File: src/design/itg_pkg.sv
//------------------------------------------------------------------------------
// itg_pkg
// Shared types, constants and the CORDIC angle table for the tilt and gyro
// integration block.
//------------------------------------------------------------------------------
package itg_pkg;

    localparam int DEF_CORDIC_STEPS = 16;
    localparam int ANGLE_TABLE_LEN  = 24;

    // Datapath widths. Corrected axes fit 17 bits, the CORDIC value is
    // 17 bits times 256 plus growth.
    localparam int CW  = 17;
    localparam int XYW = 29;
    localparam int ZW  = 26;

    localparam logic signed [15:0] OFFSET_X_RST = 16'sd122;
    localparam logic signed [15:0] OFFSET_Y_RST = -16'sd8;
    localparam logic signed [15:0] OFFSET_Z_RST = 16'sd3123;

    localparam logic [1:0] REG_OFFSET_X = 2'd0;
    localparam logic [1:0] REG_OFFSET_Y = 2'd1;
    localparam logic [1:0] REG_OFFSET_Z = 2'd2;

    localparam logic signed [ZW-1:0] HALF_TURN = ZW'(180 * 65536);
    localparam logic signed [15:0]   TILT_LIMIT = 16'sd23040;

    localparam logic signed [47:0] SUM_MAX = {1'b0, {47{1'b1}}};
    localparam logic signed [47:0] SUM_MIN = {1'b1, {47{1'b0}}};

    typedef logic signed [CW-1:0] axis_t;

    // One vector handed from cell to cell.
    typedef struct packed {
        logic signed [XYW-1:0] x;
        logic signed [XYW-1:0] y;
        logic signed [ZW-1:0]  z;
        logic                  zero;
    } cvec_t;

    function automatic logic signed [ZW-1:0] atan_deg(input int i);
        logic signed [ZW-1:0] r;
        begin
            case (i)
                0: r = ZW'(2949120);  1: r = ZW'(1740967);
                2: r = ZW'(919879);   3: r = ZW'(466945);
                4: r = ZW'(234379);   5: r = ZW'(117304);
                6: r = ZW'(58666);    7: r = ZW'(29335);
                8: r = ZW'(14668);    9: r = ZW'(7334);
                10: r = ZW'(3667);    11: r = ZW'(1833);
                12: r = ZW'(917);     13: r = ZW'(458);
                14: r = ZW'(229);     15: r = ZW'(115);
                16: r = ZW'(57);      17: r = ZW'(29);
                18: r = ZW'(14);      19: r = ZW'(7);
                20: r = ZW'(4);       21: r = ZW'(2);
                22: r = ZW'(1);
                default: r = '0;
            endcase
            return r;
        end
    endfunction

endpackage

File: src/design/itg_isqrt.sv
//------------------------------------------------------------------------------
// itg_isqrt
// Bit-serial integer square root of a 35-bit sum of squares, one bit a cycle.
//------------------------------------------------------------------------------
module itg_isqrt
    import itg_pkg::*;
(
    input  logic        clk,
    input  logic        rst_n,
    input  logic        start,
    input  logic [34:0] n,
    output logic        done,
    output logic [17:0] root
);
    logic [35:0] rem_reg, rem_next;
    logic [17:0] root_reg, root_next;
    logic [35:0] n_reg, n_next;
    logic [4:0]  cnt_reg, cnt_next;
    logic        busy_reg, busy_next;
    logic [37:0] trial;
    logic [37:0] shifted;

    always_comb
    begin
        rem_next  = rem_reg;
        root_next = root_reg;
        n_next    = n_reg;
        cnt_next  = cnt_reg;
        busy_next = busy_reg;
        shifted   = {rem_reg, n_reg[35:34]};
        trial     = {18'd0, root_reg, 2'b01};
        if (start)
        begin
            rem_next  = '0;
            root_next = '0;
            n_next    = {1'b0, n};
            cnt_next  = '0;
            busy_next = 1'b1;
        end
        else if (busy_reg)
        begin
            n_next = {n_reg[33:0], 2'b00};
            if (shifted >= trial)
            begin
                rem_next  = 36'(shifted - trial);
                root_next = {root_reg[16:0], 1'b1};
            end
            else
            begin
                rem_next  = shifted[35:0];
                root_next = {root_reg[16:0], 1'b0};
            end
            cnt_next = cnt_reg + 5'd1;
            if (cnt_reg == 5'd17)
                busy_next = 1'b0;
        end
    end

    always_ff @(posedge clk or negedge rst_n)
    begin
        if (!rst_n)
        begin
            busy_reg <= 1'b0;
            cnt_reg  <= '0;
        end
        else
        begin
            busy_reg <= busy_next;
            cnt_reg  <= cnt_next;
        end
    end

    always_ff @(posedge clk)
    begin
        rem_reg  <= rem_next;
        root_reg <= root_next;
        n_reg    <= n_next;
    end

    assign done = busy_reg && (cnt_reg == 5'd17);
    assign root = root_next;
endmodule

File: config.mk
export PLATFORM = sky130hd
export DESIGN_NAME = itg_isqrt
export DESIGN_NICKNAME = d
export VERILOG_FILES = /design/src/design/itg_pkg.sv /design/src/design/itg_isqrt.sv
export SDC_FILE = /design/constraint.sdc
export NUM_CORES = 1
export LEC_CHECK = 0
export ABC_AREA = 1
export BUFFER_PORTS_ARGS = -buffer_cell sky130_fd_sc_hd__buf_2
export CORE_AREA = 2 2 134 136
export CTS_BUF_LIST = sky130_fd_sc_hd__clkbuf_16
export DETAILED_ROUTE_END_ITERATION = 8
export DIE_AREA = 0 0 136 138
export PLACE_DENSITY = 0.53
export REMOVE_ABC_BUFFERS = 1
export SLEW_MARGIN = 0
export SYNTH_ARGS = -nofsm -noshare
export SYNTH_HDL_FRONTEND = slang
export SYNTH_SLANG_ARGS = --single-unit
File: constraint.sdc
create_clock -name clk -period 2.5 [get_ports clk]
set_clock_uncertainty 0.1 [all_clocks]
set_input_delay 0.25 -clock clk [delete_from_list [all_inputs] [get_ports clk]]
set_output_delay 0.25 -clock clk [all_outputs]
set_load 0.05 [all_outputs]
==> impl_metrics.py, run 1 <==
metrics = {
    "run_status": {
        "status": "finished clean",
    },
    "clocking": {
        "cts_root_buffer": "clkbuf_16",
        "clk_path_buf_depth": 2,
        "path_clk_slew_ps": 70,
        "clk_latency_ps": 370,
        "cts_buffers": 9,
        "clock_sinks": 96,
        "h-tree-depth": 3,
        "cts_tree": "built",
    },
    "global_routing": {
        "grt_pass1_vias": 5372,
        "antenna_found_initial": 0,
        "grt_overflow": 0,
        "grt_max_degree": 38,
        "grt_use_total": 0.181,
        "grt_pass1_wl_um": 27000,
    },
    "worst_setup_path": {
        "worstSetupPathType": "reg -> out",
        "critPathCaptureType": "output pin",
        "cp.required_ps": 2150,
        "rr_worst_depth": 11,
        "arrival_ps": 2130,
        "cp_max_fo": 5,
        "start_kind": "register",
    },
    "die": {
        "dieArea_sq_mm": 0.0188,
        "start_util": 0.342,
        "die_width_um": 136,
        "io_pins": 57,
        "die_h_um": 138,
        "fp-row-count": 49,
        "core_area_sq_mm": 0.0175,
    },
    "power_and_ir_drop": {
        "p_sw_mw": 4.34,
        "totalPowerFinal_mw": 9.01,
        "p_int_mw": 4.67,
        "p_seq_frac": 0.249,
        "p_leak_nw": 3.67,
        "p_sw_frac": 0.482,
        "comb_power_share": 0.597,
        "power_density_mw_per_mm2": 1230,
        "power_frac_clock": 0.154,
        "ir_worst_vdd_uv": 487,
    },
    "logic_synthesis": {
        "dominantRegCellSynth": "dfxtp_1",
        "synth_top_area_frac": 0.266,
        "synth_edf_count": 35,
        "async_flop_share": 0.0625,
        "yosys.area.top_type": "nand2_1",
        "syn_area_per_cell_sq_um": 6.55,
        "synth_common_cells": "nand2_1, inv_1, nor2_1, nand3_1, dfxtp_1",
        "synth_cell_type_count": 38,
        "ys_ff_latch": 96,
        "seq_area_frac_synth": 0.384,
        "synth_area_sq_mm": 0.00600,
        "synth.most_common_cell": "nand2_1",
        "yosysWarnings": 0,
        "synthCells": 915,
        "synth_area_leaders": "nand2_1, dfxtp_1, edfxtp_1",
    },
    "finish": {
        "insertedDiodeCount": 0,
        "drive_gt1_frac": 0.181,
        "instances_no_fill": 1225,
        "area_growth_pct": 22.0,
        "finalNetCount": 1051,
        "fin_area_sq_mm": 0.00731,
        "fillers": 1919,
    },
    "sta": {
        "setup-violations-final": 0,
        "holdWs_ps": 40.7,
        "fmax_mhz": 403,
        "rsz0062_at_grt": "true",
        "relSlewSlack": 0.522,
        "timing.final.ws_setup_ps": 17.9,
        "period_minus_slack_ps": 2480,
        "hold_viol_final": 0,
        "slew_violations": 0,
        "worst_slew_pin_slew_ps": 716,
        "post-route-period-util": 0.993,
    },
    "placed_design": {
        "place_ws_ps": 71.2,
        "placed_cells": 1204,
        "port-buffer-count": 56,
        "dpl_cell_area_sq_mm": 0.00668,
        "place.gp.congestion": 0.940,
        "dpl.hpwl_um": 12300,
    },
    "routing": {
        "drt_pre_antenna_iters": 5,
        "drc": 0,
        "via_per_inst": 4.58,
        "initialDrtViolationCount": 307,
        "avgRoutedWirePerCell_um": 13.2,
        "ant_nets": 0,
        "wl_um": 16200,
        "vias": 5612,
    },
    "hold_path": {
        "min_path_cells": 3,
        "hold_path.class": "in -> reg",
    },
    "job": {
        "max_cap_violations": 0,
    },
}
-- cells in the final DEF (no fill, tap or decap), types with 4 or more instances in the layout --
cell type and count:
nand2_1 417, inv_1 98, nand3_1 59, nor2_1 59, buf_2 53, dfxtp_1 49
edfxtp_1 35, buf_4 29, inv_2 20, o22ai_1 18, ha_4 16, nand2_2 13
a21oi_1 12, nand4_1 11, xnor2_1 10, clkbuf_16 9, nor3_1 8, o21ai_0 7
nand3b_1 6, dfrtp_1 6, dfxtp_2 6, ha_1 5, nor2_2 4, nor2_4 4
-- worst max-delay path, cell delays in order, from the launching register on --
cell and delay, ps:
dfxtp_1 420, ha_4 250, a21oi_1 180, nand2_1 90
a21oi_2 190, nand3_4 130, o21ai_4 210, o21ai_2 100
buf_6 190
-- cell families (layout without fill, tap and decap cells) --
logic type / Yosys count / count (layout) / share of synthesized area
adders and majority gates: 22 / 22 / 0.0459
and+or+nand+nor: 590 / 590 / 0.405
xor gates and xnor gates: 13 / 13 / 0.0190
AOI/OAI and AO/OA: 51 / 51 / 0.0513
DFF: 96 / 96 / 0.384
buffers and inverters: 143 / 224 / 0.0945
-- path summary, 6_finish.rpt --
path	start	endpoint	slack [ps]
max reg2reg	rem_reg[17]	rem_reg[16]	220
min	n[1]	n_reg[1]	40
min in group asynchronous	rst_n	cnt_reg[4]	130
max in group asynchronous	rst_n	cnt_reg[1]	2020
min reg2reg	n_reg[33]	n_reg[35]	340
max	rem_reg[17]	root[0]	20
-- layout make-up --
class                           instances  area [sq um]  share of cell area
Sequential cell                        96          2310               0.316
Timing Repair Buffer                   87           552              0.0755
Tap cell                              229           287              0.0392
Clock inverter                          7          61.3             0.00838
Inverter                              121           457              0.0625
Multi-Input combinational cell        676          3420               0.468
Clock buffer                            9           225              0.0308
-- power groups by stage --
stage	registers [mW]	clock network (mW)	logic [mW]
final	2.24	1.39	5.38
after global routing	2.28	1.49	6.10
after CTS	2.21	1.43	5.25
after detailed placement	2.21	0	4.97
after global placement	2.21	0	5.00
after floorplan	2.14	0	3.56
-- metrics by stage --
step                      TNS (ps)  utilization
after floorplan             -80600            -
after global placement           0        0.381
after detailed placement         0        0.381
after CTS                    -1.73        0.411
after global routing          -117        0.417
final                            0        0.417
-- metal layers --
| metal | wire length [um] | GRT usage | share of wire | vias to the layer above |
|---|---|---|---|---|
| met5 | 0 | 0 | 0 | - |
| met4 | 301 | 0.0565 | 0.019 | 0 |
| met3 | 627 | 0.0337 | 0.039 | 20 |
| met2 | 7530 | 0.299 | 0.46 | 101 |
| met1 | 7750 | 0.239 | 0.48 | 2482 |
| li1 | - | - | - | 3009 |
-- repair_timing --
action / 4_1_cts / 5_1_grt
hold buffers: 1 / 0
pin swaps: 6 / 6
cloned: 0 / 0
gates resized for setup: 32 / 29
endpoints found under the hold margin: 6 / 0
endpoints found under the setup margin: 1 / 20
buffers inserted: 2 / 2
Note: power is estimated with default switching activity, not from simulation.
==> run 2, diff against run 1 <==
Settings changed: ABC_AREA 1 to unset, CORE_AREA 2 2 134 136 to 2 2 130 132, DIE_AREA 0 0 136 138 to 0 0 132 134.
==> run 2 against run 1 <==
Flip-flop and latch count did not move. Synthesized cell count fell by 37%. Sequential power fell by 2%. The flow now finishes with violations (setup timing). Wire length fell by 5.3%. Critical path depth fell by 1. Maximum frequency fell by 9.7%. Highest routed layer unchanged. Critical endpoint unchanged. Register-to-register slack got worse by 460 ps. Worst setup slack got worse by 270 ps.
==> impl_metrics.py, run 2 <==
metrics = {
    "sta": {
        "setup_tns_ps": -3240,
        "holdWs_ps": 78.5,
        "slew_violations": 0,
        "period_minus_slack_ps": 2750,
        "post-route-period-util": 1.10,
        "worst_slew_pin_slew_ps": 532,
        "relSlewSlack": 0.642,
        "setup-violations-final": 29,
        "hold_viol_final": 0,
        "rsz0062_at_grt": "true",
        "fmax_mhz": 364,
        "timing.final.ws_setup_ps": -250,
    },
    "die": {
        "io_pins": 57,
        "core_area_sq_mm": 0.0163,
        "die_h_um": 134,
        "fp-row-count": 47,
        "dieArea_sq_mm": 0.0177,
        "die_width_um": 132,
        "start_util": 0.343,
    },
    "logic_synthesis": {
        "synth_area_sq_mm": 0.00559,
        "synth_top_area_frac": 0.197,
        "synth.most_common_cell": "nor2_1",
        "seq_area_frac_synth": 0.412,
        "synth_cell_type_count": 73,
        "synthCells": 580,
        "synth_area_leaders": "dfxtp_1, edfxtp_1, mux2_2",
        "yosys.area.top_type": "dfxtp_1",
        "async_flop_share": 0.0625,
        "dominantRegCellSynth": "dfxtp_1",
        "yosysWarnings": 0,
        "synth_edf_count": 35,
        "syn_area_per_cell_sq_um": 9.65,
        "ys_ff_latch": 96,
        "synth_common_cells": "nor2_1, dfxtp_1, nand2_1, edfxtp_1, mux2_2",
    },
    "placed_design": {
        "dpl.hpwl_um": 10500,
        "placed_cells": 947,
        "place.gp.congestion": 0.885,
        "port-buffer-count": 56,
        "dpl_cell_area_sq_mm": 0.00694,
    },
    "routing": {
        "ant_nets": 0,
        "vias": 5132,
        "initialDrtViolationCount": 340,
        "drc": 0,
        "drt_pre_antenna_iters": 5,
        "via_per_inst": 5.16,
        "avgRoutedWirePerCell_um": 15.4,
        "wl_um": 15400,
    },
    "finish": {
        "multi_input_area_sq_mm": 0.00369,
        "drive_gt1_frac": 0.497,
        "finalNetCount": 829,
        "layout_common_cells": "buf_4, nor2_1, buf_2, nand2_1, dfxtp_1",
        "instances_no_fill": 994,
        "fillers": 1493,
        "final_common_cell": "buf_4",
        "area_growth_pct": 48.1,
        "fin_area_sq_mm": 0.00828,
        "insertedDiodeCount": 0,
        "regArea_sq_mm": 0.00233,
    },
    "clocking": {
        "cts_root_buffer": "clkbuf_16",
        "clock_sinks": 96,
        "clk_path_buf_depth": 2,
        "cts_buffers": 9,
        "h-tree-depth": 3,
        "path_clk_slew_ps": 80,
        "clk_latency_ps": 360,
        "cts_tree": "built",
    },
    "worst_setup_path": {
        "path_cells": "or4_4 -> nor3_4 -> nand3_2 -> or3_4 -> nor2_4 -> a211oi_4 -> buf_6",
        "arrival_ps": 2400,
        "cp-startpoint": "rem_reg[20]",
        "reg2reg_to": "rem_reg[25]",
        "cp_max_fo": 3,
        "critPathCaptureType": "output pin",
        "worst_path_max_delay_cell": "or4_4",
        "rr_worst_depth": 9,
        "start_kind": "register",
        "cp.required_ps": 2150,
        "critical_path.top_delay_family": "simple AND/OR/NAND/NOR gates",
        "slowest_delay_ps": 550,
        "cp-endpoint": "root[0]",
        "ff2ff_setup_slack_ps": -240,
        "cp_num_buf_inv": 1,
        "path_depth": 7,
        "rr_startpoint": "root_reg[5]",
        "worstSetupPathType": "reg -> out",
    },
    "job": {
        "max_cap_violations": 0,
    },
    "run_status": {
        "status": "complete, but fails checks",
        "violations": "setup timing",
    },
    "global_routing": {
        "antenna_found_initial": 0,
        "grt_use_total": 0.173,
        "grt_pass1_wl_um": 25200,
        "grt_max_degree": 36,
        "grt_overflow": 0,
        "grt_pass1_vias": 5200,
    },
    "hold_path": {
        "hold_path.class": "in -> reg",
    },
    "power_and_ir_drop": {
        "p_leak_nw": 3.56,
        "power_density_mw_per_mm2": 1280,
        "ir_worst_vdd_uv": 582,
        "totalPowerFinal_mw": 10.6,
    },
}
==> run 2: where the power goes <==
part           total, mW  leakage, nW  switching (mW)  internal, mW
clock network       1.57        0.166           0.671         0.904
logic               6.86         2.48            3.27          3.59
registers           2.19        0.910           0.239          1.95
==> run 2: worst min-delay path by stage <==
| stage | cells after the start | start | slack, ps | to |
|---|---|---|---|---|
| after floorplan | 0 | rst_n | -150 | busy_reg |
| after global placement | 1 | rst_n | -20 | cnt_reg[2] |
| after detailed placement | 1 | rst_n | -20 | cnt_reg[2] |
| after CTS | 2 | n[0] | 60 | n_reg[0] |
| after global routing | 2 | n[0] | 70 | n_reg[0] |
| final | 2 | n[0] | 80 | n_reg[0] |
==> run 2: cell families (layout without fill, tap and decap cells) <==
family,count (synthesis),in the layout,synth area share
AOI/OAI and AO/OA,121,121,0.171
xor gates and xnor gates,18,18,0.0282
adders and majority gates,22,22,0.0492
buffers and inverters,59,253,0.0438
DFF,96,96,0.412
muxes,51,51,0.0986
and+or+nand+nor,213,213,0.197
==> run 2: worst reg2reg max path: stages (launching register included) <==
cell and delay [ps]:
dfxtp_2 330, inv_1 70, ha_4 260, nand4_1 150, a21oi_1 90, nor3_2 250, a31oi_2 160, o311a_1 400
or4_4 550, a311oi_2 300
==> run 2: routing by layer <==
metal	GRT usage	up-vias	part of all wire
met5	0	-	0
met4	0.0550	0	0.014
met3	0.0408	20	0.055
met2	0.286	151	0.48
met1	0.224	2432	0.45
li1	-	2529	-
==> run 2: through the flow <==
stage          worst slack [ps]   util
3_5_place_dp               -280  0.426
3_3_place_gp               -256  0.426
2_1_floorplan             -1350      -
6_report                   -250  0.509
4_1_cts                    -228  0.481
5_1_grt                    -336  0.509
==> run 2: final cells by class <==
type	instances	area share
Clock buffer	9	0.0272
Clock inverter	7	0.0134
Inverter	29	0.0131
Multi-Input combinational cell	425	0.445
Sequential cell	96	0.281
Tap cell	220	0.0332
Timing Repair Buffer	208	0.187
==> run 2: what timing repair did <==
| item | CTS | global route |
|---|---|---|
| buffers inserted | 18 | 19 |
| pin swaps | 48 | 36 |
| gates resized for setup | 82 | 67 |
| hold buffers | 1 | 0 |
| setup endpoints to repair | 36 | 37 |
| endpoints found under the hold margin | 6 | 0 |
